==> src/hw/rtl/assert_macros.svh <==
// Assertion macros used by the top-level RTL file of the timing recovery block.
// Each macro expects signals named clk and rst_n in the scope where it is used.
`ifndef ASSERT_MACROS_SVH
`define ASSERT_MACROS_SVH

// Same-cycle implication, checked on every rising clock edge outside reset.
`define GSTR_ASSERT_IMP(label, ante, cons, msg) \
    label: assert property (@(posedge clk) disable iff (!rst_n) (ante) |-> (cons)) \
        else $error(msg);

// Next-cycle implication, checked on every rising clock edge outside reset.
`define GSTR_ASSERT_NEXT(label, ante, cons, msg) \
    label: assert property (@(posedge clk) disable iff (!rst_n) (ante) |=> (cons)) \
        else $error(msg);

`endif

==> src/hw/rtl/gstr_pkg.sv <==
// Package for the Gardner symbol timing recovery block: types and fixed constants.
// No dependencies; the register block and the top level import it, and the interfaces use its timestamp width.
`default_nettype none

package gstr_pkg;

    // Width of the signed Q10.8 offset registers; they wrap at this width.
    localparam int OFF_W = 18;

    localparam logic signed [OFF_W-1:0] ONE_SAMPLE  = 18'sd256;
    localparam logic signed [OFF_W-1:0] HALF_SAMPLE = 18'sd128;

    // Configuration register widths.
    localparam int SPS_W  = 16;
    localparam int GAIN_W = 16;
    localparam int MAXC_W = 15;

    // Width of the scaled error before the clamp.
    localparam int SCALED_W = 19;

    // APB port.
    localparam int APB_DW  = 32;
    localparam int PADDR_W = 4;
    localparam int TIME_W  = 32;

    // Register index, taken from paddr[3:2].
    typedef enum logic [1:0] {
        REG_SPS  = 2'd0,
        REG_GAIN = 2'd1,
        REG_MAXC = 2'd2,
        REG_NONE = 2'd3
    } reg_idx_t;

    localparam logic [SPS_W-1:0]  SPS_RESET  = 16'd1024;
    localparam logic [GAIN_W-1:0] GAIN_RESET = 16'd256;
    localparam logic [MAXC_W-1:0] MAXC_RESET = 15'd128;

    typedef struct packed {
        logic [SPS_W-1:0]  samples_per_symbol;
        logic [GAIN_W-1:0] loop_gain;
        logic [MAXC_W-1:0] max_correction;
    } cfg_t;

    typedef enum logic [1:0] {
        ST_IDLE,
        ST_MUL_ERR,
        ST_MUL_GAIN,
        ST_UPDATE
    } state_t;

endpackage

`default_nettype wire

==> src/hw/rtl/gstr_sample_if.sv <==
// Input channel of the timing recovery block: one sample word with its timestamp.
// Depends on gstr_pkg for the timestamp width.
`default_nettype none

interface gstr_sample_if #(
    parameter int SAMPLE_BITS = 16
);
    logic                                 valid;
    logic                                 ready;
    logic signed [SAMPLE_BITS-1:0]        sample;
    logic        [gstr_pkg::TIME_W-1:0]   sample_time;

    modport source (output valid, output sample, output sample_time, input ready);
    modport sink   (input valid, input sample, input sample_time, output ready);
endinterface

`default_nettype wire

==> src/hw/rtl/gstr_symbol_if.sv <==
// Output channel of the timing recovery block: one symbol word with its timestamp.
// Depends on gstr_pkg for the timestamp width.
`default_nettype none

interface gstr_symbol_if #(
    parameter int SAMPLE_BITS = 16
);
    logic                                 valid;
    logic                                 ready;
    logic signed [SAMPLE_BITS-1:0]        symbol;
    logic        [gstr_pkg::TIME_W-1:0]   symbol_time;

    modport source (output valid, output symbol, output symbol_time, input ready);
    modport sink   (input valid, input symbol, input symbol_time, output ready);
endinterface

`default_nettype wire

==> src/hw/rtl/gstr_apb_regs.sv <==
// APB configuration registers of the timing recovery block.
// Depends on gstr_pkg for the register layout and the cfg_t struct.
`default_nettype none

module gstr_apb_regs (
    input  wire logic                           clk,
    input  wire logic                           rst_n,
    input  wire logic                           psel,
    input  wire logic                           penable,
    input  wire logic                           pwrite,
    input  wire logic [gstr_pkg::PADDR_W-1:0]   paddr,
    input  wire logic [gstr_pkg::APB_DW-1:0]    pwdata,
    output logic      [gstr_pkg::APB_DW-1:0]    prdata,
    output logic                                pready,
    output gstr_pkg::cfg_t                      cfg
);
    import gstr_pkg::*;

    cfg_t     cfg_reg;
    cfg_t     cfg_next;
    reg_idx_t idx;
    logic     wr_en;

    // Registers sit on word boundaries; the byte lane bits are ignored.
    assign idx    = reg_idx_t'(paddr[3:2]);
    assign wr_en  = psel && penable && pwrite;
    assign pready = 1'b1;
    assign cfg    = cfg_reg;

    always_comb
    begin
        cfg_next = cfg_reg;
        if (wr_en)
        begin
            unique case (idx)
                REG_SPS:  cfg_next.samples_per_symbol = pwdata[SPS_W-1:0];
                REG_GAIN: cfg_next.loop_gain          = pwdata[GAIN_W-1:0];
                REG_MAXC: cfg_next.max_correction     = pwdata[MAXC_W-1:0];
                default:  cfg_next = cfg_reg;
            endcase
        end
    end

    always_comb
    begin
        unique case (idx)
            REG_SPS:  prdata = {{(APB_DW-SPS_W){1'b0}}, cfg_reg.samples_per_symbol};
            REG_GAIN: prdata = {{(APB_DW-GAIN_W){1'b0}}, cfg_reg.loop_gain};
            REG_MAXC: prdata = {{(APB_DW-MAXC_W){1'b0}}, cfg_reg.max_correction};
            default:  prdata = '0;
        endcase
    end

    always_ff @(posedge clk or negedge rst_n)
    begin
        if (!rst_n)
        begin
            cfg_reg.samples_per_symbol <= SPS_RESET;
            cfg_reg.loop_gain          <= GAIN_RESET;
            cfg_reg.max_correction     <= MAXC_RESET;
        end
        else
        begin
            cfg_reg <= cfg_next;
        end
    end

endmodule

`default_nettype wire

==> src/hw/rtl/gstr_mul.sv <==
// Shared signed multiplier of the timing recovery block.
// Used for the error product and for the gain scaling; no package dependency.
`default_nettype none

module gstr_mul #(
    parameter int A_W = 33,
    parameter int B_W = 17
) (
    input  wire logic signed [A_W-1:0]     a,
    input  wire logic signed [B_W-1:0]     b,
    output logic signed      [A_W+B_W-1:0] p
);
    assign p = a * b;
endmodule

`default_nettype wire

==> src/hw/rtl/gardner_symbol_timing_recovery.sv <==
// Gardner symbol timing recovery: top level with sequencer, datapath and output register.
// Depends on gstr_pkg, gstr_sample_if, gstr_symbol_if, gstr_apb_regs, gstr_mul
// and assert_macros.svh.
//
//   channel   kind          payload                      accepted when
//   samples   stream in     sample, sample_time          valid && ready
//   symbols   stream out    symbol, symbol_time          valid && ready
//   config    APB write     pwdata at paddr 0, 4, 8      psel && penable && pwrite
//
// A sample that is not a symbol leaves the sequencer idle. A symbol sample goes through the steps
// accept, error product, gain scaling, then clamp and offset update; the one
// shared multiplier is used in the error product and gain scaling steps.
// The update cycle waits while the output register still holds an untaken word.
// Reset clears the offsets, previous symbol and latched mid sample to zero.
`default_nettype none

`include "assert_macros.svh"

module gardner_symbol_timing_recovery #(
    parameter int SAMPLE_BITS = 16
) (
    input  wire logic                           clk,
    input  wire logic                           rst_n,
    input  wire logic                           psel,
    input  wire logic                           penable,
    input  wire logic                           pwrite,
    input  wire logic [gstr_pkg::PADDR_W-1:0]   paddr,
    input  wire logic [gstr_pkg::APB_DW-1:0]    pwdata,
    output logic      [gstr_pkg::APB_DW-1:0]    prdata,
    output logic                                pready,
    gstr_sample_if.sink                         samples,
    gstr_symbol_if.source                       symbols
);
    import gstr_pkg::*;

    localparam int SB     = SAMPLE_BITS;
    localparam int DIFF_W = SB + 1;
    localparam int PROD_W = 2 * SB + 1;
    localparam int MAG_W  = 2 * SB;
    localparam int ERR_SH = 2 * SB - 2;
    localparam int A_W    = 2 * SB + 1;
    localparam int B_W    = ((SB > GAIN_W) ? SB : GAIN_W) + 1;
    localparam int SUM_W  = MAG_W + GAIN_W + 1;
    localparam logic [SUM_W-1:0] ROUND_UP = {{(SUM_W-ERR_SH){1'b0}}, {ERR_SH{1'b1}}};

    cfg_t cfg;

    gstr_apb_regs u_regs (
        .clk     (clk),
        .rst_n   (rst_n),
        .psel    (psel),
        .penable (penable),
        .pwrite  (pwrite),
        .paddr   (paddr),
        .pwdata  (pwdata),
        .prdata  (prdata),
        .pready  (pready),
        .cfg     (cfg)
    );

    state_t                   state_reg, state_next;
    logic signed [OFF_W-1:0]  sym_off_reg, sym_off_next;
    logic signed [OFF_W-1:0]  mid_off_reg, mid_off_next;
    logic signed [SB-1:0]     prev_reg, prev_next;
    logic signed [SB-1:0]     mid_reg, mid_next;
    logic                     out_valid_reg, out_valid_next;
    logic signed [SB-1:0]     sample_reg;
    logic [TIME_W-1:0]        time_reg;
    logic signed [PROD_W-1:0] prod_reg;
    logic                     neg_reg;
    logic [SCALED_W-1:0]      scaled_reg;
    logic signed [SB-1:0]     out_symbol_reg;
    logic [TIME_W-1:0]        out_time_reg;

    logic                     in_ready;
    logic                     in_fire;
    logic                     out_free;
    logic                     upd_fire;
    logic                     sym_due;
    logic                     mid_due;
    logic signed [DIFF_W-1:0] diff;
    logic                     prod_neg;
    logic [MAG_W-1:0]         mag;
    logic signed [A_W-1:0]    mul_a;
    logic signed [B_W-1:0]    mul_b;
    logic signed [A_W+B_W-1:0] mul_p;
    logic [SUM_W-1:0]         scaled_sum;
    logic [MAXC_W-1:0]        clamped;
    logic signed [OFF_W-1:0]  err;
    logic signed [OFF_W-1:0]  base;
    logic [SPS_W:0]           sps_plus1;
    logic [SPS_W-1:0]         half_sps;

    gstr_mul #(
        .A_W (A_W),
        .B_W (B_W)
    ) u_mul (
        .a (mul_a),
        .b (mul_b),
        .p (mul_p)
    );

    // A symbol is due once its offset rounds to zero or below; the mid point only
    // when its offset rounds to exactly zero.
    assign sym_due = (sym_off_reg < HALF_SAMPLE);
    assign mid_due = (mid_off_reg >= -HALF_SAMPLE) && (mid_off_reg < HALF_SAMPLE);

    // Next-state logic.
    always_comb
    begin
        state_next = state_reg;
        unique case (state_reg)
            ST_IDLE:
            begin
                if (in_fire && sym_due)
                begin
                    state_next = ST_MUL_ERR;
                end
            end
            ST_MUL_ERR:  state_next = ST_MUL_GAIN;
            ST_MUL_GAIN: state_next = ST_UPDATE;
            ST_UPDATE:
            begin
                if (out_free)
                begin
                    state_next = ST_IDLE;
                end
            end
            default:     state_next = ST_IDLE;
        endcase
    end

    // Sequencer outputs.
    always_comb
    begin
        in_ready = 1'b0;
        upd_fire = 1'b0;
        unique case (state_reg)
            ST_IDLE:     in_ready = 1'b1;
            ST_MUL_ERR:  in_ready = 1'b0;
            ST_MUL_GAIN: in_ready = 1'b0;
            ST_UPDATE:   upd_fire = out_free;
            default:     in_ready = 1'b0;
        endcase
    end

    assign samples.ready = in_ready;
    assign in_fire       = samples.valid && in_ready;
    assign out_free      = !out_valid_reg || symbols.ready;

    assign symbols.valid       = out_valid_reg;
    assign symbols.symbol      = out_symbol_reg;
    assign symbols.symbol_time = out_time_reg;

    // Shared multiplier operands: first (cur - prev) * mid, then |product| * gain.
    assign diff     = DIFF_W'(sample_reg) - DIFF_W'(prev_reg);
    assign prod_neg = prod_reg[PROD_W-1];
    assign mag      = prod_neg ? MAG_W'(-prod_reg) : MAG_W'(prod_reg);

    always_comb
    begin
        if (state_reg == ST_MUL_ERR)
        begin
            mul_a = {{(A_W-DIFF_W){diff[DIFF_W-1]}}, diff};
            mul_b = {{(B_W-SB){mid_reg[SB-1]}}, mid_reg};
        end
        else
        begin
            mul_a = {1'b0, mag};
            mul_b = {{(B_W-GAIN_W){1'b0}}, cfg.loop_gain};
        end
    end

    // A negative product rounds its magnitude up, so the signed error is a floor.
    assign scaled_sum = mul_p[SUM_W-1:0] + (prod_neg ? ROUND_UP : '0);

    // Clamp, then move both points one symbol on.
    assign clamped   = (scaled_reg > {{(SCALED_W-MAXC_W){1'b0}}, cfg.max_correction})
                       ? cfg.max_correction : scaled_reg[MAXC_W-1:0];
    assign err       = neg_reg ? -{{(OFF_W-MAXC_W){1'b0}}, clamped}
                               :  {{(OFF_W-MAXC_W){1'b0}}, clamped};
    assign base      = sym_off_reg - err;
    assign sps_plus1 = {1'b0, cfg.samples_per_symbol} + {{SPS_W{1'b0}}, 1'b1};
    assign half_sps  = sps_plus1[SPS_W:1];

    always_comb
    begin
        sym_off_next   = sym_off_reg;
        mid_off_next   = mid_off_reg;
        prev_next      = prev_reg;
        mid_next       = mid_reg;
        out_valid_next = out_valid_reg;
        if (symbols.ready)
        begin
            out_valid_next = 1'b0;
        end
        if (in_fire)
        begin
            if (mid_due)
            begin
                mid_next = samples.sample;
            end
            if (!sym_due)
            begin
                sym_off_next = sym_off_reg - ONE_SAMPLE;
                mid_off_next = mid_off_reg - ONE_SAMPLE;
            end
        end
        if (upd_fire)
        begin
            sym_off_next   = base + {{(OFF_W-SPS_W){1'b0}}, cfg.samples_per_symbol}
                             - ONE_SAMPLE;
            mid_off_next   = base + {{(OFF_W-SPS_W){1'b0}}, half_sps} - ONE_SAMPLE;
            prev_next      = sample_reg;
            out_valid_next = 1'b1;
        end
    end

    always_ff @(posedge clk or negedge rst_n)
    begin
        if (!rst_n)
        begin
            state_reg     <= ST_IDLE;
            sym_off_reg   <= '0;
            mid_off_reg   <= '0;
            prev_reg      <= '0;
            mid_reg       <= '0;
            out_valid_reg <= 1'b0;
        end
        else
        begin
            state_reg     <= state_next;
            sym_off_reg   <= sym_off_next;
            mid_off_reg   <= mid_off_next;
            prev_reg      <= prev_next;
            mid_reg       <= mid_next;
            out_valid_reg <= out_valid_next;
        end
    end

    always_ff @(posedge clk)
    begin
        if (in_fire)
        begin
            sample_reg <= samples.sample;
            time_reg   <= samples.sample_time;
        end
        if (state_reg == ST_MUL_ERR)
        begin
            prod_reg <= mul_p[PROD_W-1:0];
        end
        if (state_reg == ST_MUL_GAIN)
        begin
            neg_reg    <= prod_neg;
            scaled_reg <= scaled_sum[SUM_W-1:ERR_SH];
        end
        if (upd_fire)
        begin
            out_symbol_reg <= sample_reg;
            out_time_reg   <= time_reg;
        end
    end

    `GSTR_ASSERT_NEXT(a_offsets_hold, !in_fire && !upd_fire,
        $stable(sym_off_reg) && $stable(mid_off_reg), "offsets moved without a sample")
    `GSTR_ASSERT_IMP(a_word_from_update, $rose(out_valid_reg),
        $past(state_reg) == ST_UPDATE, "output word appeared outside the update step")
    `GSTR_ASSERT_NEXT(a_no_word_unless_due, in_fire && !sym_due,
        state_reg == ST_IDLE && !$rose(out_valid_reg), "word produced for a non-symbol sample")

endmodule

`default_nettype wire
==> src/flat_wrapper.sv <==
// flat-port wrapper written by rule: the top's interface ports become plain ports
module gardner_symbol_timing_recovery_flat import gstr_pkg::*;
#(
    parameter int SAMPLE_BITS = 16
)
  (clk, rst_n, psel, penable, pwrite, paddr, pwdata, prdata, pready, samples_valid, samples_sample, samples_sample_time, samples_ready, symbols_valid, symbols_symbol, symbols_symbol_time, symbols_ready);
  gstr_sample_if #(.SAMPLE_BITS(SAMPLE_BITS)) samples_i ();
  gstr_symbol_if #(.SAMPLE_BITS(SAMPLE_BITS)) symbols_i ();
  input  wire logic clk;
  input  wire logic rst_n;
  input  wire logic psel;
  input  wire logic penable;
  input  wire logic pwrite;
  input  wire logic [gstr_pkg::PADDR_W-1:0] paddr;
  input  wire logic [gstr_pkg::APB_DW-1:0] pwdata;
  output logic      [gstr_pkg::APB_DW-1:0] prdata;
  output logic pready;
  input wire logic [$bits(samples_i.valid)-1:0] samples_valid;
  input wire logic [$bits(samples_i.sample)-1:0] samples_sample;
  input wire logic [$bits(samples_i.sample_time)-1:0] samples_sample_time;
  output wire logic [$bits(samples_i.ready)-1:0] samples_ready;
  output wire logic [$bits(symbols_i.valid)-1:0] symbols_valid;
  output wire logic [$bits(symbols_i.symbol)-1:0] symbols_symbol;
  output wire logic [$bits(symbols_i.symbol_time)-1:0] symbols_symbol_time;
  input wire logic [$bits(symbols_i.ready)-1:0] symbols_ready;
  assign samples_i.valid = samples_valid;
  assign samples_i.sample = samples_sample;
  assign samples_i.sample_time = samples_sample_time;
  assign samples_ready = samples_i.ready;
  assign symbols_valid = symbols_i.valid;
  assign symbols_symbol = symbols_i.symbol;
  assign symbols_symbol_time = symbols_i.symbol_time;
  assign symbols_i.ready = symbols_ready;
  gardner_symbol_timing_recovery #(.SAMPLE_BITS(SAMPLE_BITS)) u_core (.clk(clk), .rst_n(rst_n), .psel(psel), .penable(penable), .pwrite(pwrite), .paddr(paddr), .pwdata(pwdata), .prdata(prdata), .pready(pready), .samples(samples_i), .symbols(symbols_i));
endmodule
==> config.mk <==
export PLATFORM = sky130hd
export DESIGN_NAME = gardner_symbol_timing_recovery_flat
export DESIGN_NICKNAME = d
export VERILOG_FILES = /design/src/hw/rtl/gstr_pkg.sv /design/src/hw/rtl/gstr_sample_if.sv /design/src/hw/rtl/gstr_symbol_if.sv /design/src/hw/rtl/gstr_apb_regs.sv /design/src/hw/rtl/gstr_mul.sv /design/src/hw/rtl/gardner_symbol_timing_recovery.sv /design/src/flat_wrapper.sv
export VERILOG_INCLUDE_DIRS = /design/src /design/src/hw/rtl
export SDC_FILE = /design/constraint.sdc
export NUM_CORES = 2
export LEC_CHECK = 0
export BUFFER_PORTS_ARGS = -buffer_cell sky130_fd_sc_hd__buf_4
export CAP_MARGIN = 30
export CORE_MARGIN = 2
export CORE_UTILIZATION = 60
export DETAILED_ROUTE_END_ITERATION = 8
export HOLD_SLACK_MARGIN = 0.06
export PLACE_DENSITY_LB_ADDON = 0.15
export RECOVER_POWER = 100
export SETUP_SLACK_MARGIN = 0.15
export SKIP_CTS_REPAIR_TIMING = 1
export SYNTH_ARGS = -nofsm -noshare
export SYNTH_HDL_FRONTEND = slang
export SYNTH_SLANG_ARGS = --single-unit
==> constraint.sdc <==
create_clock -name clk -period 33.2 [get_ports clk]
set_input_delay 1.66 -clock clk [delete_from_list [all_inputs] [get_ports clk]]
set_output_delay 1.66 -clock clk [all_outputs]
set_load 0.01 [all_outputs]
* Word level (Yosys, flattened, before mapping)
Cells that the tools add are included.
** Operators by class
- Reductions and logical operators :: 17
- Multipliers :: 1
- Mux-type cells :: 20
- $lt $le $gt $ge :: 4
- Add/subtract/negate cells :: 12
- Eq/ne operators :: 8
** Operator list (number)
- 18-bit 2-to-1 mux :: 7
- 49-bit adder :: 1
- 33-bit by 17-bit multiplier with 49-bit output :: 1
- 16-bit one-hot mux with 3 select lines :: 1
- 18-bit by 16-bit adder with 18-bit output :: 2
- 18-bit by 9-bit less-than comparator with 1-bit output (second input constant) :: 2
- 18-bit by 10-bit subtractor with 18-bit output (second input constant) :: 2
- 18-bit by 9-bit subtractor with 18-bit output (second input constant) :: 2
- 33-bit 2-to-1 mux :: 1
- 32-bit 2-to-1 mux :: 1
- 32-bit negation :: 1
- 30-bit 2-to-1 mux :: 1
- 19-bit by 15-bit > comparator with 1-bit output :: 1
- 18-bit by 8-bit greater-or-equal comparator with 1-bit output (second input constant) :: 1
- 15-bit negation with 18-bit output :: 1
- 18-bit subtractor :: 1
- 16-bit by 1-bit adder with 17-bit output (second input constant) :: 1
- 17-bit 2-to-1 mux :: 1
- 16-bit by 16-bit subtractor with 17-bit output :: 1
- 15-bit 2-to-1 mux :: 1
- 2-bit AND reduction :: 6
- 2-bit one-hot mux with 4 select lines :: 1
- 2-bit equality test (second input constant) :: 3
- 2-bit by 1-bit inequality test with 1-bit output (second input constant) :: 3
- 8 further kinds :: 19
** Storage, ports and cells
- Logic and storage cells :: 78
- Register bits :: 267
- Input bits :: 91

* Logic depth before layout (Yosys ltp)
- Word-level depth :: 8
- Depth in mapped cells :: 52

* Hierarchy
From an unflattened synthesis, not the netlist that was laid out.
** Unflattened totals
- Cells, all modules :: 3633
- Area, all modules :: 35150.0 um2
** By module, submodules not included
- gstr_mul :: seq. area each 0.0 um2, times used 1, area each 19139.6 um2, cells an instance 2137
- gardner_symbol_timing_recovery :: seq. area each 6075.8 um2, times used 1, area each 13714.4 um2, cells an instance 1322
- gstr_apb_regs :: seq. area each 1179.9 um2, times used 1, area each 2296.0 um2, cells an instance 174

* Least setup slack after synthesis
OpenSTA, ideal clock, no wires.
- Path kind :: reg-to-reg
- From :: register u_core.state_reg[1]
- To :: register u_core.scaled_reg[18] (data pin)
- Period minus slack after synthesis :: 10.533 ns
- Required time :: 32.942 ns
- Data arrival time :: 10.275 ns
- Library setup time :: 0.258 ns
- Path slack :: 22.667 ns
- Cell stages (with the launch flop) :: 40
- Cells stage by stage :: dfrtp_1 -> inv_1 -> ha_1 -> clkbuf_1 -> buf_1 -> clkbuf_1 -> nor2_1 -> a211oi_1 -> nand2_1 -> fa_1 -> fa_1 -> fa_1 -> fa_1 -> inv_1 -> fa_1 -> inv_1 -> fa_1 -> inv_1 -> (+4 left out) -> and2_1 -> nand2_1 -> a21oi_1 -> xnor2_1 -> ha_1 -> a21o_1 -> a21o_1 -> a2111oi_0 -> o22ai_1 -> o31a_1 -> o2111ai_1 -> nor3_1 -> nand4_1 -> nor4_2 -> nand4_1 -> or4_1 -> nand3_1 -> xnor2_1
** On the way
- Cells in the longest elaborated chain, start to end :: 4
** Ends and longest elaborated chain
- start, declared :: line gardner_symbol_timing_recovery.sv:61 : state_t state_reg, state_next;
- start signal, assigned :: line gardner_symbol_timing_recovery.sv:232 : state_reg <= state_next;
- 2-bit by 1-bit equality test with 1-bit output * :: line gardner_symbol_timing_recovery.sv:162 : if (state_reg == ST_MUL_ERR)
- 33-bit 2-to-1 mux / 17-bit 2-to-1 mux (equally long branches) :: line gardner_symbol_timing_recovery.sv:162
- 33-bit by 17-bit multiplier with 49-bit output * :: line gstr_mul.sv:13 : assign p = a * b;
- net u_core.mul_p[25] :: line gardner_symbol_timing_recovery.sv:86 : logic signed [A_W+B_W-1:0] mul_p;
- 49-bit adder * :: line gardner_symbol_timing_recovery.sv:175 : assign scaled_sum = mul_p[SUM_W-1:0] + (prod_neg ? ROUND_UP : '0);
- net u_core.scaled_sum[48] :: line gardner_symbol_timing_recovery.sv:87 : logic [SUM_W-1:0] scaled_sum;
- end signal, assigned :: line gardner_symbol_timing_recovery.sv:255 : scaled_reg <= scaled_sum[SUM_W-1:ERR_SH];
- end, declared :: line gardner_symbol_timing_recovery.sv:71 : logic [SCALED_W-1:0] scaled_reg;
The timed path passes the listed nets; every way through them passes the cells marked *.
A chain may end at the register's enable or synchronous reset.

* Worst setup path in the final report
Same ends and word-level chain as after synthesis.

==> impl_metrics.toml <==
[global_route]
gr-total-overflow = 0
grt_max_degree = 68
number_of_global_route_vias_before_repair = 27000
number_of_antenna_violations_at_the_first_check_in_global_routing = 1
global_route_wire_length_before_repair_mm = 151
track_usage_pct = 32.6

[critical_path]
cp-startpoint = "u_core.state_reg[1]"
timing.rr.start = "u_core.state_reg[1]"
end_kind = "flip-flop"
critical_path_most_common_cell = "sky130_fd_sc_hd__fa_1"
path_class = "reg -> reg"
arr_time_crit_path_ns = 16.43
cpPeakStageDelay_ns = 2.83
critical-path-slowest-cell = "sky130_fd_sc_hd__clkbuf_1"
cp-start-kind = "flip-flop"
data_required_time_of_the_critical_path_ns = 33.51
path_max_fanout = 67

[floorplan]
die_width_um = 246
effective_utilization_at_floorplan_pct = 60.9
floorplan.die_area_um2 = 60600
num_io_pins = 174
floorplan.rows = 88
overall_die_height_um = 246
coreArea_um2 = 57800

[clock_network]
cts-buffers-inserted = 29
cts-root-buf = "sky130_fd_sc_hd__clkbuf_16"
cts.reportedPaths.clkPinSlew_ns = 0.06
cts_max_level = 1
cts_tree = "yes"
insertion_delay_ns = 0.59
cts_max_path_bufs = 3
clkSinkCount = 267

[place]
hpwlAfterDp_mm = 78.1
place.gp.congestion = 0.931
postPlaceCellArea_um2 = 37100
post-place-ws_ns = 20.80
portBuffers = 138

[sta]
finalWorstSetupSlack_ns = 17.08
hold_slack_ns = 0.415
fin_crit_period_ns = 16.12
worst-slew-pin-transition_ns = 3.92
slew_viol_final = 515
hold_viol_final = 0
fin_crit_sh_pct = 48.5
rsz0062_at_grt = "no"
timing.clock.skew_ns = 0.0162
slew_headroom_pct = -161
final_setup_tns_ns = 0
max_clock_freq_mhz = 62.0
report.final.setup_viol = 0

[final_layout]
area_delta_synth_final_pct = 6.96
final_common_cell = "sky130_fd_sc_hd__inv_1"
fin_area_um2 = 37600
finish.net_count = 4736
fillCellCount = 4910
most-common-layout-cells = "sky130_fd_sc_hd__inv_1 (680), sky130_fd_sc_hd__fa_1 (534), sky130_fd_sc_hd__nand2_1 (447)"
number_of_flip_flops_under_the_largest_register_name = 47
seq_area_um2 = 7430
multi_input_comb_area_um2 = 24700
drive_above_1_share_pct = 5.92

[outcome]
run_status = "finished, violations left"
failed_checks = "capacitance limit, slew limit"

[synth]
number_of_enable_type_register_cells_in_the_synthesized_netlist = 149
synth_cell_type_count = 87
yosysWarnings = 0
ys_async_sr_fraction_pct = 44.2
synth_sequential_area_ratio_pct = 21.1
synthFlopType = "sky130_fd_sc_hd__edfxtp_1"
gate_count_after_technology_mapping = 3750
synth_area_um2 = 35200
ys_ff_latch = 267
synthesis.area_per_instance_um2 = 9.38

[routing]
drt.antenna.violating_nets = 0
first_iter_violations = 2014
wl_mm = 95.6
first_pass_iters = 5
viasPerCell = 5.77
drc = 0
detailroute.via_count = 26700
wl_per_cell_um = 20.6

[worst_hold_path]
min_delay_src = "u_core.time_reg[5]"
min_path_type = "reg -> reg"

[job]
max_cap_viol_count = 11
critical path: cells and delay by family, from the launching register on:
| kind | cells | cell delay [ns] |
|---|---|---|
| AND/OR/NAND/NOR | 10 | 2.54 |
| AO/OA/AOI/OAI | 8 | 3.34 |
| flip-flops | 1 | 0.41 |
| adder cells (fa/ha/maj) | 9 | 5.02 |
| XOR/XNOR | 2 | 0.23 |
| buffers and inverters | 7 | 4.20 |
cell usage after synthesis, types with 18 or more instances:
library cell               number  area share [%]
sky130_fd_sc_hd__inv_1        681             7.3
sky130_fd_sc_hd__fa_1         534              30
sky130_fd_sc_hd__nand2_1      448             4.8
sky130_fd_sc_hd__nor2_1       368             3.9
sky130_fd_sc_hd__ha_1         268             9.5
sky130_fd_sc_hd__edfxtp_1     149              13
sky130_fd_sc_hd__o21ai_0      149             2.1
sky130_fd_sc_hd__xnor2_1      122             3.0
sky130_fd_sc_hd__dfrtp_1      115             8.2
sky130_fd_sc_hd__clkbuf_1     104             1.1
sky130_fd_sc_hd__a21oi_1       95             1.4
sky130_fd_sc_hd__xor2_1        73             1.8
sky130_fd_sc_hd__mux2_2        59             1.9
sky130_fd_sc_hd__nand3_1       48            0.68
sky130_fd_sc_hd__a21o_1        46            0.98
sky130_fd_sc_hd__mux2i_1       44             1.3
sky130_fd_sc_hd__nor3_1        44            0.63
sky130_fd_sc_hd__nand2b_1      34            0.60
sky130_fd_sc_hd__o21a_1        33            0.70
sky130_fd_sc_hd__or3_1         27            0.48
sky130_fd_sc_hd__o21ai_1       23            0.33
sky130_fd_sc_hd__nor2b_1       19            0.34
sky130_fd_sc_hd__buf_4         18            0.38
sky130_fd_sc_hd__nand4_1       18            0.32
sky130_fd_sc_hd__o31ai_1       18            0.38
cells by family after synthesis:
family	synth area share (%)
and+or+nand+nor	13.4
adders and majority gates	39.9
AOI/OAI and AO/OA	8.64
buffers and inverters	8.93
xor gates and xnor gates	4.85
DFF	21.1
muxes	3.17
other	0.0213
layer usage:
layer	up-vias	wire [µm]	global-route usage, %
met1	13300	40500	46.1
met4	0	4230	12.3
met3	193	8950	6.76
met2	1162	41900	49.8
met5	-	0	0
li1	12100	-	-
final cells by class:
cell class	count	share of cell area, %
multi-input combinational	2681	65.7
clock inverter	17	0.499
sequential	267	19.7
inverter	682	6.81
antenna	1	0.00665
tap	765	2.54
clock buffer	37	2.03
timing repair buffer	182	2.69
worst paths after layout:
path | endpoint | slack, ns | cells past startpoint
worst max-delay path | u_core.scaled_reg[18] | 17.08 | 36
worst min-delay path | u_core.symbols.symbol_time[5] | 0.42 | 0
worst max register to register | u_core.scaled_reg[18] | 17.08 | 36
worst min register to register | u_core.symbols.symbol_time[5] | 0.42 | 0
max in group asynchronous | u_core.u_regs.cfg[46] | 26.85 | 2
min in group asynchronous | u_core.sym_off_reg[12] | 2.26 | 1
stage by stage:
stage               std cells  utilization, %
floorplan                3765               -
global placement         4574            64.1
detailed placement       4576            64.2
CTS                      4630            65.8
global route             4632            65.1
finish                   4632            65.1
Power is left out: the tool's default activity adds up to more than one toggle a clock period on the data nets, which glitch-free logic cannot reach.
